## src/rtl/assert_macros.svh

```systemverilog
// ----------------------------------------------------------------------------
// assert_macros
// Assertion helpers shared by the RTL modules.
// ----------------------------------------------------------------------------
// Each macro samples on clk_i and is disabled while rst_ni is low.
`ifndef ASSERT_MACROS_SVH
`define ASSERT_MACROS_SVH

// The consequent must hold in the same cycle as the antecedent.
`define SDSD_ASSERT_SAME(label, ante, cons, msg) \
  label: assert property (@(posedge clk_i) disable iff (!rst_ni) (ante) |-> (cons)) \
    else $error(msg);

// The consequent must hold in the cycle after the antecedent.
`define SDSD_ASSERT_NEXT(label, ante, cons, msg) \
  label: assert property (@(posedge clk_i) disable iff (!rst_ni) (ante) |=> (cons)) \
    else $error(msg);

`endif

```

## src/rtl/sdsd_pkg.sv

```systemverilog
// ----------------------------------------------------------------------------
// sdsd_pkg
// Shared types and constants of the signed decimal seven-segment driver.
// ----------------------------------------------------------------------------
`default_nettype none

package sdsd_pkg;

  localparam int unsigned VALUE_BITS = 52;
  localparam int unsigned SEG_BITS   = 8;
  localparam int unsigned SEL_BITS   = 8;

  localparam logic [SEG_BITS-1:0] SEG_MINUS  = 8'hbf;
  localparam logic [SEG_BITS-1:0] SEG_BLANK  = 8'hff;
  localparam logic [SEG_BITS-1:0] SEG_DP_CLR = 8'h7f;

  // Commands from the controller to the datapath.
  typedef struct packed {
    logic load;     // take a new input value
    logic convert;  // one binary-to-BCD shift step
    logic trim;     // drop one leading zero digit
    logic emit;     // produce one digit beat
  } cmd_t;

  // Status from the datapath to the controller.
  typedef struct packed {
    logic trim_done;  // no further leading zero to drop
    logic out_free;   // output register can take a beat this cycle
    logic last_item;  // next beat is the rightmost position
  } sts_t;

  // Active-low segment pattern of one decimal digit.
  function automatic logic [SEG_BITS-1:0] seg_of_digit(input logic [3:0] d);
    logic [SEG_BITS-1:0] s;
    unique case (d)
      4'd0:    s = 8'hc0;
      4'd1:    s = 8'hf9;
      4'd2:    s = 8'ha4;
      4'd3:    s = 8'hb0;
      4'd4:    s = 8'h99;
      4'd5:    s = 8'h92;
      4'd6:    s = 8'h82;
      4'd7:    s = 8'hf8;
      4'd8:    s = 8'h80;
      4'd9:    s = 8'h90;
      default: s = SEG_BLANK;
    endcase
    return s;
  endfunction

endpackage

`default_nettype wire

```

## src/rtl/sdsd_ctrl.sv

```systemverilog
// ----------------------------------------------------------------------------
// sdsd_ctrl
// Sequencer: conversion, leading-zero trim and digit output phases.
// ----------------------------------------------------------------------------
`default_nettype none

`include "assert_macros.svh"

module sdsd_ctrl #(
  parameter int unsigned FRACTION_BITS = 24
) (
  input  wire              clk_i,
  input  wire              rst_ni,
  input  wire              in_valid_i,
  input  sdsd_pkg::sts_t   sts_i,
  output sdsd_pkg::cmd_t   cmd_o,
  output logic             busy_o
);

  localparam int unsigned IntBits = sdsd_pkg::VALUE_BITS - FRACTION_BITS;
  localparam int unsigned CntBits = $clog2(IntBits);

  typedef enum logic [1:0] {
    ST_IDLE,
    ST_CONV,
    ST_TRIM,
    ST_EMIT
  } state_e;

  state_e             state_q, state_d;
  logic [CntBits-1:0] cnt_q, cnt_d;

  always_comb begin
    state_d = state_q;
    cnt_d   = cnt_q;
    cmd_o   = '0;
    unique case (state_q)
      ST_IDLE: begin
        if (in_valid_i) begin
          cmd_o.load = 1'b1;
          cnt_d      = CntBits'(IntBits - 1);
          state_d    = ST_CONV;
        end
      end
      ST_CONV: begin
        cmd_o.convert = 1'b1;
        cnt_d         = cnt_q - 1'b1;
        if (cnt_q == '0) begin
          state_d = ST_TRIM;
        end
      end
      ST_TRIM: begin
        if (sts_i.trim_done) begin
          state_d = ST_EMIT;
        end else begin
          cmd_o.trim = 1'b1;
        end
      end
      ST_EMIT: begin
        if (sts_i.out_free) begin
          cmd_o.emit = 1'b1;
          if (sts_i.last_item) begin
            state_d = ST_IDLE;
          end
        end
      end
      default: state_d = ST_IDLE;
    endcase
  end

  always_ff @(posedge clk_i or negedge rst_ni) begin
    if (!rst_ni) begin
      state_q <= ST_IDLE;
      cnt_q   <= '0;
    end else begin
      state_q <= state_d;
      cnt_q   <= cnt_d;
    end
  end

  assign busy_o = (state_q != ST_IDLE);

  `SDSD_ASSERT_SAME(a_emit_needs_room, cmd_o.emit, sts_i.out_free, "emit without output room")
  `SDSD_ASSERT_NEXT(a_last_ends_value, cmd_o.emit && sts_i.last_item, !busy_o,
                    "sequencer still busy after the last beat")

endmodule

`default_nettype wire

```

## src/rtl/sdsd_datapath.sv

```systemverilog
// ----------------------------------------------------------------------------
// sdsd_datapath
// Magnitude, serial binary-to-BCD conversion, fraction digits, output beat.
// ----------------------------------------------------------------------------
`default_nettype none

`include "assert_macros.svh"

module sdsd_datapath #(
  parameter int unsigned DIGIT_COUNT   = 8,
  parameter int unsigned FRACTION_BITS = 24
) (
  input  wire                                   clk_i,
  input  wire                                   rst_ni,
  input  sdsd_pkg::cmd_t                        cmd_i,
  output sdsd_pkg::sts_t                        sts_o,
  input  wire signed [sdsd_pkg::VALUE_BITS-1:0] value_i,
  output logic                                  out_valid_o,
  input  wire                                   out_stall_i,
  output logic [sdsd_pkg::SEG_BITS-1:0]         segments_o,
  output logic [sdsd_pkg::SEL_BITS-1:0]         digit_select_o,
  output logic                                  last_o
);

  localparam int unsigned VBits    = sdsd_pkg::VALUE_BITS;
  localparam int unsigned IntBits  = VBits - FRACTION_BITS;
  localparam int unsigned BcdDigs  = (IntBits * 31) / 100 + 1;
  localparam int unsigned BcdBits  = 4 * BcdDigs;
  localparam int unsigned LeftBits = $clog2(BcdDigs + 1);
  localparam int unsigned ItemBits = $clog2(DIGIT_COUNT);
  localparam int unsigned SelBase  = sdsd_pkg::SEL_BITS - DIGIT_COUNT;

  logic                      sign_q;
  logic [IntBits-1:0]        ip_q;
  logic [BcdBits-1:0]        bcd_q;
  logic [LeftBits-1:0]       left_q;
  logic [FRACTION_BITS-1:0]  frac_q;
  logic [ItemBits-1:0]       item_q;

  logic                      out_valid_q;
  logic [sdsd_pkg::SEG_BITS-1:0] seg_q, seg_d;
  logic [sdsd_pkg::SEL_BITS-1:0] sel_q;
  logic                      last_q;

  logic [VBits-1:0]          mag;
  logic [BcdBits-1:0]        bcd_adj;
  logic [FRACTION_BITS+3:0]  frac_x10;
  logic [3:0]                top_dig;
  logic                      item_last;

  // Magnitude of the two's complement input; exact also for the most negative.
  assign mag = value_i[VBits-1] ? (~value_i + 1'b1) : value_i;

  // Add-3 correction of every BCD digit before a shift.
  always_comb begin
    for (int i = 0; i < int'(BcdDigs); i++) begin
      bcd_adj[4*i +: 4] = (bcd_q[4*i +: 4] >= 4'd5) ? (bcd_q[4*i +: 4] + 4'd3)
                                                     : bcd_q[4*i +: 4];
    end
  end

  assign frac_x10  = ({4'b0, frac_q} << 3) + ({4'b0, frac_q} << 1);
  assign top_dig   = bcd_q[BcdBits-1 -: 4];
  assign item_last = (item_q == ItemBits'(DIGIT_COUNT - 1));

  // Segment pattern of the next beat: sign, integer digit, or fraction digit.
  always_comb begin
    if (sign_q) begin
      seg_d = sdsd_pkg::SEG_MINUS;
    end else if (left_q != '0) begin
      seg_d = sdsd_pkg::seg_of_digit(top_dig);
      if (left_q == LeftBits'(1)) begin
        seg_d = seg_d & sdsd_pkg::SEG_DP_CLR;
      end
    end else begin
      seg_d = sdsd_pkg::seg_of_digit(frac_x10[FRACTION_BITS+3 -: 4]);
    end
  end

  always_ff @(posedge clk_i) begin
    if (cmd_i.load) begin
      sign_q <= value_i[VBits-1];
      ip_q   <= mag[VBits-1:FRACTION_BITS];
      frac_q <= mag[FRACTION_BITS-1:0];
      bcd_q  <= '0;
      left_q <= LeftBits'(BcdDigs);
      item_q <= '0;
    end else if (cmd_i.convert) begin
      bcd_q <= {bcd_adj[BcdBits-2:0], ip_q[IntBits-1]};
      ip_q  <= {ip_q[IntBits-2:0], 1'b0};
    end else if (cmd_i.trim) begin
      bcd_q  <= {bcd_q[BcdBits-5:0], 4'b0};
      left_q <= left_q - 1'b1;
    end else if (cmd_i.emit) begin
      item_q <= item_q + 1'b1;
      if (sign_q) begin
        sign_q <= 1'b0;
      end else if (left_q != '0) begin
        bcd_q  <= {bcd_q[BcdBits-5:0], 4'b0};
        left_q <= left_q - 1'b1;
      end else begin
        frac_q <= frac_x10[FRACTION_BITS-1:0];
      end
    end
  end

  // Output register; a waiting beat does not hold up conversion of the next value.
  always_ff @(posedge clk_i or negedge rst_ni) begin
    if (!rst_ni) begin
      out_valid_q <= 1'b0;
    end else if (cmd_i.emit) begin
      out_valid_q <= 1'b1;
    end else if (!out_stall_i) begin
      out_valid_q <= 1'b0;
    end
  end

  always_ff @(posedge clk_i) begin
    if (cmd_i.emit) begin
      seg_q  <= seg_d;
      sel_q  <= sdsd_pkg::SEL_BITS'(1) << (SelBase + int'(item_q));
      last_q <= item_last;
    end
  end

  assign sts_o.trim_done = (top_dig != 4'd0) || (left_q <= LeftBits'(1));
  assign sts_o.out_free  = !out_valid_q || !out_stall_i;
  assign sts_o.last_item = item_last;

  assign out_valid_o    = out_valid_q;
  assign segments_o     = seg_q;
  assign digit_select_o = sel_q;
  assign last_o         = last_q;

  `SDSD_ASSERT_SAME(a_trim_keeps_digit, cmd_i.trim, left_q > LeftBits'(1),
                    "trim would remove the units digit")
  `SDSD_ASSERT_SAME(a_bcd_digit_range, cmd_i.trim || cmd_i.emit, top_dig <= 4'd9,
                    "BCD digit out of range")
  `SDSD_ASSERT_NEXT(a_last_flag, cmd_i.emit && item_last, last_o && out_valid_o,
                    "rightmost beat not flagged as last")

endmodule

`default_nettype wire

```

## src/rtl/signed_decimal_seven_segment_driver.sv

```systemverilog
// ----------------------------------------------------------------------------
// signed_decimal_seven_segment_driver
// Turns a signed fixed-point value into a run of seven-segment digit beats.
// ----------------------------------------------------------------------------
// Each accepted value produces exactly DIGIT_COUNT output beats, leftmost
// position first. A beat carries an active-low segment byte (bit 7 is the
// decimal point) and a one-hot digit select, and last marks the rightmost
// position. Negative values start with a minus sign, integer digits follow
// without leading zeros (a zero integer part shows as 0), the units digit
// carries the decimal point, and the remaining positions show truncated
// fraction digits. Digits that do not fit are dropped. The block works on one
// value at a time: the integer part is converted to BCD by a shift-and-add-3
// loop over the integer bits, then leading zero digits are dropped at one per
// cycle (at most the BCD digit count less one) until the sequencer sees that
// no further zero is left, and then the beats go out at one per cycle while
// the output side does not stall. The input stall is low only while the block
// is idle; the final beat of a value may still wait in the output register
// while the next value is being accepted and converted.
// ----------------------------------------------------------------------------
`default_nettype none

module signed_decimal_seven_segment_driver #(
  parameter int unsigned DIGIT_COUNT   = 8,
  parameter int unsigned FRACTION_BITS = 24
) (
  input  wire                                   clk_i,
  input  wire                                   rst_ni,
  // Input channel: one signed fixed-point value per beat.
  input  wire                                   in_valid_i,
  output logic                                  in_stall_o,
  input  wire signed [sdsd_pkg::VALUE_BITS-1:0] value_i,
  // Output channel: one digit per beat.
  output logic                                  out_valid_o,
  input  wire                                   out_stall_i,
  output logic [sdsd_pkg::SEG_BITS-1:0]         segments_o,
  output logic [sdsd_pkg::SEL_BITS-1:0]         digit_select_o,
  output logic                                  last_o
);

  sdsd_pkg::cmd_t cmd;
  sdsd_pkg::sts_t sts;
  logic           busy;

  // The sequencer only moves on to a new value from its idle state, so the
  // input stall is simply the busy indication.
  sdsd_ctrl #(
    .FRACTION_BITS (FRACTION_BITS)
  ) u_ctrl (
    .clk_i      (clk_i),
    .rst_ni     (rst_ni),
    .in_valid_i (in_valid_i),
    .sts_i      (sts),
    .cmd_o      (cmd),
    .busy_o     (busy)
  );

  // Datapath holds the value being shown, the BCD register and the output beat.
  sdsd_datapath #(
    .DIGIT_COUNT   (DIGIT_COUNT),
    .FRACTION_BITS (FRACTION_BITS)
  ) u_datapath (
    .clk_i          (clk_i),
    .rst_ni         (rst_ni),
    .cmd_i          (cmd),
    .sts_o          (sts),
    .value_i        (value_i),
    .out_valid_o    (out_valid_o),
    .out_stall_i    (out_stall_i),
    .segments_o     (segments_o),
    .digit_select_o (digit_select_o),
    .last_o         (last_o)
  );

  assign in_stall_o = busy;

endmodule

`default_nettype wire

```

## config.mk

```make
export PLATFORM = sky130hd
export DESIGN_NAME = signed_decimal_seven_segment_driver
export DESIGN_NICKNAME = d
export VERILOG_FILES = /design/src/rtl/sdsd_pkg.sv /design/src/rtl/sdsd_ctrl.sv /design/src/rtl/sdsd_datapath.sv /design/src/rtl/signed_decimal_seven_segment_driver.sv
export VERILOG_INCLUDE_DIRS = /design/src /design/src/rtl
export SDC_FILE = /design/constraint.sdc
export NUM_CORES = 1
export LEC_CHECK = 0
export ABC_AREA = 1
export BUFFER_PORTS_ARGS = -buffer_cell sky130_fd_sc_hd__buf_2
export CORE_MARGIN = 5
export CORE_UTILIZATION = 52
export DETAILED_ROUTE_END_ITERATION = 12
export PLACE_DENSITY = 0.82
export SETUP_SLACK_MARGIN = 0.02
export SKIP_LAST_GASP = 1
export SYNTH_ARGS = -nofsm -noshare
export SYNTH_HDL_FRONTEND = slang
export SYNTH_SLANG_ARGS = --single-unit
```

## constraint.sdc

```tcl
create_clock -name clk_i -period 5.1 [get_ports clk_i]
set_input_delay 0.51 -clock clk_i [delete_from_list [all_inputs] [get_ports clk_i]]
set_output_delay 0.51 -clock clk_i [all_outputs]
set_load 0.05 [all_outputs]
```

==> results of run 1 <==
[cell usage in the layout (no fill, tap or decap), types with 5 or more instances in the layout]
cell type	instances
nand4_1	15
dfrtp_1	8
o21ai_1	10
edfxtp_1	70
a31oi_1	25
ha_1	63
buf_2	74
nand2_2	12
clkbuf_16	17
inv_2	17
a21oi_1	77
xor2_1	17
or2_2	8
xnor2_1	11
or2_1	6
o31ai_1	6
o21ai_0	107
nand2_1	351
a211oi_1	5
nor3_1	22
nor2_2	7
o22ai_1	5
o211ai_1	6
dfxtp_1	50
nor2_1	126
nand3_1	77
buf_4	7
nand3b_1	5
inv_1	178
[stage by stage]
stage	power [uW]	setup slack, ps	instance area, sq um	utilization	hold slack, ps
after CTS	6520	2000	10700	0.595	310
after floorplan	4560	1350	9560	-	214
after detailed placement	5290	2000	10100	0.562	363
after global routing	7110	1710	10700	0.595	351
final	6520	1960	10700	0.595	320
after global placement	5160	2100	10100	0.562	362
[worst paths after layout]
path | from | endpoint | slack, ps | depth (start not counted)
max in group asynchronous | rst_ni | u_ctrl.state_q[1] | 4480 | 2
worst min-delay path | out_stall_i | u_datapath.out_valid_o | 320 | 3
min in group asynchronous | rst_ni | u_ctrl.cnt_q[2] | 450 | 2
worst min register to register | u_datapath.left_q[3] | u_datapath.left_q[3] | 490 | 2
worst max register to register | u_ctrl.state_q[1] | flop | 1960 | 12
worst max-delay path | u_ctrl.state_q[1] | flop | 1960 | 12
[registers in the layout, indices dropped and copies added (netlist names), named ones only]
| signal | count |
|---|---|
| u_datapath.segments_o | 8 |
| u_datapath.sign_q | 1 |
| u_datapath.out_valid_o | 1 |
| u_datapath.left_q | 4 |
| u_datapath.last_o | 1 |
| u_datapath.frac_q | 24 |
| u_ctrl.cnt_q | 5 |
| u_datapath.bcd_q | 36 |
| u_datapath.item_q | 3 |
| u_datapath.ip_q | 28 |
| u_datapath.digit_select_o | 8 |
| u_ctrl.state_q | 2 |
[what timing repair did]
action / in CTS / in global routing
hold endpoints to repair: 8 / 0
hold buffers: 1 / 0
endpoints found under the setup margin: 0 / 0
[report_power, final]
group	switching, uW	leakage [uW]	internal [uW]
clock	548	0.000285	654
sequential	303	0.00116	1710
combinational	2200	0.00362	1110
total	3050	0.00507	3470
[metal layers]
layer | vias up | wire length, microns
met5 | - | 0
met2 | 277 | 10900
met1 | 4082 | 10500
met4 | 0 | 491
li1 | 4657 | -
met3 | 45 | 1130
[final cells by class]
class,instances,area [sq um],share of cell area
Clock buffer,17,425,0.0397
Clock inverter,15,163,0.0152
Inverter,196,737,0.0687
Multi-Input combinational cell,1008,5380,0.501
Sequential cell,128,3300,0.308
Tap cell,229,287,0.0267
Timing Repair Buffer,82,433,0.0404
[logic make-up (layout without fill, tap and decap cells)]
group / Yosys count / after routing / synth area share
flops: 128 / 128 / 0.346
fa+ha+maj: 64 / 64 / 0.0845
simple gates: 648 / 648 / 0.293
buf+inv: 232 / 310 / 0.0925
compound gates: 268 / 268 / 0.159
xor+xnor: 28 / 28 / 0.0257
[tightest hold or removal path: cells and delay by family]
| family | cells | cell delay, ps |
|---|---|---|
| AND/OR/NAND/NOR | 2 | 110 |
| buffers and inverters | 1 | 100 |
==> results.md, run 1 <==
* Sum Neg Setup Slack at 0 ps
* Initial Util at 0.530
* PortBufs at 74
* Boundary Pins at 75
* Total gr overflow at 0
* Number of global-route vias before repair at 8412
* Fin Clk Skew at 12.2 ps
* Core Rows at 49
* Slowest stage cell, crit path: inv_2
* Clock root buffer: clkbuf_16
* Placeable core area at 18000 sq um
* Antenna Violating Nets Remaining at 0
* Fmax at 0.318 GHz
* Fin. max-slew vios at 0
* Clock insertion delay at the later pin of the skew report at 430 ps
* Critical path startpoint category: flop
* Routed len/inst at 13.8 microns
* Top cells by area, synth: edfxtp_1, nand2_1, dfxtp_1
* Worst EP arrival at 3460 ps
* Area of the die at 21200 sq um
* Crit path largest cell delay at 530 ps
* DR vias/cell at 5.41
* Worst-path maximum fanout at 46
* P_leak at 0.00507 uW
* Mapped Avg Cell Area at 6.99 sq um
* Layout Cells excl Fill at 1675
* DRC viols at 0
* Period utilisation layout at 0.616
* Hold Violations, Final at 0
* Bufs and invs on worst path at 4
* Asr flop ratio synth at 0.0625
* Vias at 9061
* Post-synthesis cell type count at 54
* First-pass GRT wire length at 38.6 mm
* Fillers at 1595
* Gr usage total at 0.213
* Flops & latches, synth at 128
* Synth top cells by count: nand2_1, inv_1, nor2_1
* Detailed placement HPWL at 16.9 mm
* CTS tree: built
* Worst-margin pin slew at 925 ps
* VDD IR max at 380 uV
* Die X at 146 microns
* Status: finished clean
* Antenna Cells at 0
* Routed wire length at 23.1 mm
* Synth top area share at 0.220
* Number of synthesized flops with an enable pin at 70
* Met3 usage at 0.0374
* Crit path max-delay family: simple AND/OR/NAND/NOR gates
* DR iter-0 viols at 745
* Grt peak-use layer: met2
* Clk sink count at 128
* Clk slew on worst S/H paths at 70 ps
* Placed Cells at 1642
* Grt met1 use at 0.277
* Largest net degree at the start of global routing at 52
* Final Wtd Congestion at 0.931
* Min Tclk post-route at 3140 ps
* Kind of critical path: flop to flop
* Hold WC Path Type: primary input to flop
* Top FF cell, synth: edfxtp_1
* Chip Height at 146 microns
* Share of cells above drive strength 1 at 0.124
* Area Growth Syn to Fin at 12.2%
* Post-CTS Setup Inserts at 0
* Grt met2 use at 0.360
* H-tree levels at 4
* Post_cts resized at 0
* Pre-antenna DRT Iters at 5
* CTS Buf Count at 17
* Largest area contributor in the netlist: edfxtp_1
* Longest Clk Path Bufs at 2
* Final setup viols at 0
* Pwr dens at 608 nW/um^2
* Syn Inst Count at 1368
* Syn nets at 1488
* Critical Path RT at 5420 ps
* Warnings from Yosys at 0
* CP Capture Type: flop
* Cell area after synthesis at 9560 sq um
* Count leader, synth: nand2_1
* Seq/Total Area, Yosys at 0.346
* Initial antenna violation count at 0
* Max Cap Viol at 0
* RSZ-0062 raised after global routing: false
* Nets at 1553
* Rel. slew slack at 0.381
* Cell Chain, Critical Path: inv_1, ha_1, buf_4, inv_2, nand2_4, nand2_1, nand3_1, inv_2, ha_1, or2_1, nand3_1, nand2_1
Note: power is estimated with default switching activity, not from simulation.
==> run 2, diff against run 1 <==
Settings changed: ABC_AREA 1 to 0, PLACE_DENSITY 0.82 to 0.85.
Clock period 5.1 ns to 2.7 ns, I/O delays scaled along.
==> run 2 against run 1 <==
The run now ends with setup timing left. Die area decreased by 7.2%. Wire length increased by 12%. Synthesized cell count decreased by 28%. Sequential power increased by 97%. Largest cell class unchanged. Register-to-register slack got worse by 2400 ps. Setup slack got worse by 2400 ps.
==> results.md, run 2 <==
* Status: finished, violations left
* Violations in the final reports: setup timing
* Most flops, register: u_datapath.bcd_q
* Antenna Cells at 0
* Cell area after synthesis at 8820 sq um
* VDD IR max at 725 uV
* Initial Util at 0.530
* Initial antenna violation count at 0
* Chip Height at 140 microns
* DRC viols at 0
* Largest family of logic cells by synthesized area: compound AO/OA/AOI/OAI gates
* Final Cell Area at 11400 sq um
* Hold Violations, Final at 0
* Period utilisation layout at 1.15
* CTS tree: built
* P_leak at 0.00470 uW
* Worst EP arrival at 3300 ps
* Worst-margin pin slew at 697 ps
* Routed len/inst at 18.5 microns
* Detailed placement HPWL at 15.0 mm
* Syn Inst Count at 984
* Final setup margin at -406 ps
* Placed Cells at 1339
* Xor and xnor fraction of the mapped netlist area at 0.0794
* Post-Synth Simple-Gate Area at 0.165
* Syn nets at 1104
* Gr usage total at 0.240
* Mapped Avg Cell Area at 8.97 sq um
* Rel. slew slack at 0.535
* Antenna Violating Nets Remaining at 0
* Hold WC Path Type: primary input to flop
* Area Growth Syn to Fin at 29.4%
* Clk sink count at 128
* DR iter-0 viols at 914
* Flops & latches, synth at 128
* Count leader, synth: nand2_1
* First-pass GRT wire length at 39.0 mm
* Fmax at 0.322 GHz
* Commonest non-fill, non-tap cell in the layout: buf_4
* Final Wtd Congestion at 0.899
* Share of cells above drive strength 1 at 0.277
* CP Capture Type: flop
* Clock root buffer: clkbuf_16
* Utilization after layout at 0.686
* Clock insertion delay at the later pin of the skew report at 440 ps
* Nets at 1286
* Placeable core area at 16600 sq um
* Synth Area in Compound Gates at 0.228
* Area of the die at 19700 sq um
* Placement Cell Area at 10200 sq um
* Synth top area share at 0.238
* Worst-path maximum fanout at 4
* Pre-antenna DRT Iters at 5
* Layout Cells excl Fill at 1399
* Min Tclk post-route at 3110 ps
* Core Rows at 47
* Post-Synth Adder-Cell Area at 0.0916
* Seq/Total Area, Yosys at 0.374
* RSZ-0062 raised after global routing: true
* Most frequent cells in the layout: buf_4, nand2_1, o21ai_0, buf_2, edfxtp_1
* Fin Clk Skew at 8.92 ps
* Critical Path RT at 2890 ps
* Multiplexer share of the synthesized area at 0.0264
* DR vias/cell at 6.17
* Vias at 8637
* Largest net degree at the start of global routing at 74
* Kind of critical path: flop to flop
* PortBufs at 74
* Total gr overflow at 0
* Max FFs per register at 36
* Top FF cell, synth: edfxtp_1
* Number of global-route vias before repair at 8301
* CTS Buf Count at 17
* Die X at 140 microns
* H-tree levels at 4
* Final setup viols at 12
* Top Registers: u_datapath.bcd_q x36, u_datapath.ip_q x28, u_datapath.frac_q x24
* Longest Clk Path Bufs at 2
* Synth top cells by count: nand2_1, o21ai_0, a21oi_1, edfxtp_1, nor2_1
* Top cells by area, synth: edfxtp_1, dfxtp_1, ha_1
* Fin. max-slew vios at 0
* Post-synthesis cell type count at 78
* Asr flop ratio synth at 0.0625
* Hold_ws at 129 ps
* Critical path startpoint category: flop
* Number of synthesized flops with an enable pin at 70
* Max Cap Viol at 0
* Largest area contributor in the netlist: edfxtp_1
* Pwr dens at 1340 nW/um^2
* Routed wire length at 25.9 mm
* Clk slew on worst S/H paths at 60 ps
* Warnings from Yosys at 0
* Sum Neg Setup Slack at -2860 ps
* Boundary Pins at 75
## run 2: critical path, stage by stage, from the launching register on
cell and delay [ps]:
edfxtp_1 420, ha_2 220, fa_2 340, a21o_1 220, a221oi_4 310, or4_4 230
a31oi_4 120, a211oi_4 310, nor2_4 90, ha_4 290, mux2i_2 70, o221a_2 220
## run 2: cell type report
type                            instances  area, sq um
Inverter                               44          165
Clock inverter                         11          194
Timing Repair Buffer                  203         1380
Clock buffer                           21          503
Fill cell                            1111         5230
Tap cell                              220          275
Sequential cell                       128         3310
Multi-Input combinational cell        772         5590
## run 2: cells by family (layout without fill, tap and decap cells)
family | Yosys count | count (layout)
simple gates | 299 | 299
fa+ha+maj | 64 | 64
xor+xnor | 80 | 80
flops | 128 | 128
buf+inv | 84 | 279
mux | 23 | 23
compound gates | 306 | 306
## run 2: per-stage QoR
stage | total power, uW | setup slack (ps)
finish | 15300 | -406
floorplan | 9010 | -156
global placement | 10900 | -258
global route | 16300 | -466
detailed placement | 11200 | -372
CTS | 14300 | -290
## run 2: power breakdown
part	leakage, uW	switching (uW)	internal [uW]
registers	0.00116	697	3250
logic	0.00321	4880	3770
clock network	0.000330	941	1800
## run 2: timing repair
| item | in CTS | in global routing |
|---|---|---|
| hold endpoints to repair | 8 | 0 |
| pin swaps | 15 | 35 |
| hold buffers | 1 | 0 |
| buffers inserted | 10 | 18 |
| cloned | 0 | 1 |
| endpoints found under the setup margin | 17 | 19 |
| gates resized for setup | 25 | 40 |
## run 2: final timing paths
kind | to | slack [ps] | start | depth (start not counted)
worst max-delay path | u_datapath.segments_o[3] | -410 | u_datapath.frac_q[0] | 11
worst min-delay path | u_datapath.out_valid_o | 130 | out_stall_i | 3
worst max register to register | u_datapath.segments_o[3] | -410 | u_datapath.frac_q[0] | 11
worst min register to register | u_datapath.item_q[1] | 500 | u_datapath.item_q[1] | 2
max in group asynchronous | u_datapath.out_valid_o | 2300 | rst_ni | 2
min in group asynchronous | u_ctrl.state_q[1] | 200 | rst_ni | 2
## run 2: routing by layer
| metal | part of all wire | track usage | vias to the layer above |
|---|---|---|---|
| li1 | - | - | 3971 |
| met1 | 0.39 | 0.289 | 4081 |
| met2 | 0.49 | 0.413 | 465 |
| met3 | 0.079 | 0.0491 | 120 |
| met4 | 0.044 | 0.109 | 0 |
| met5 | 0 | 0 | - |
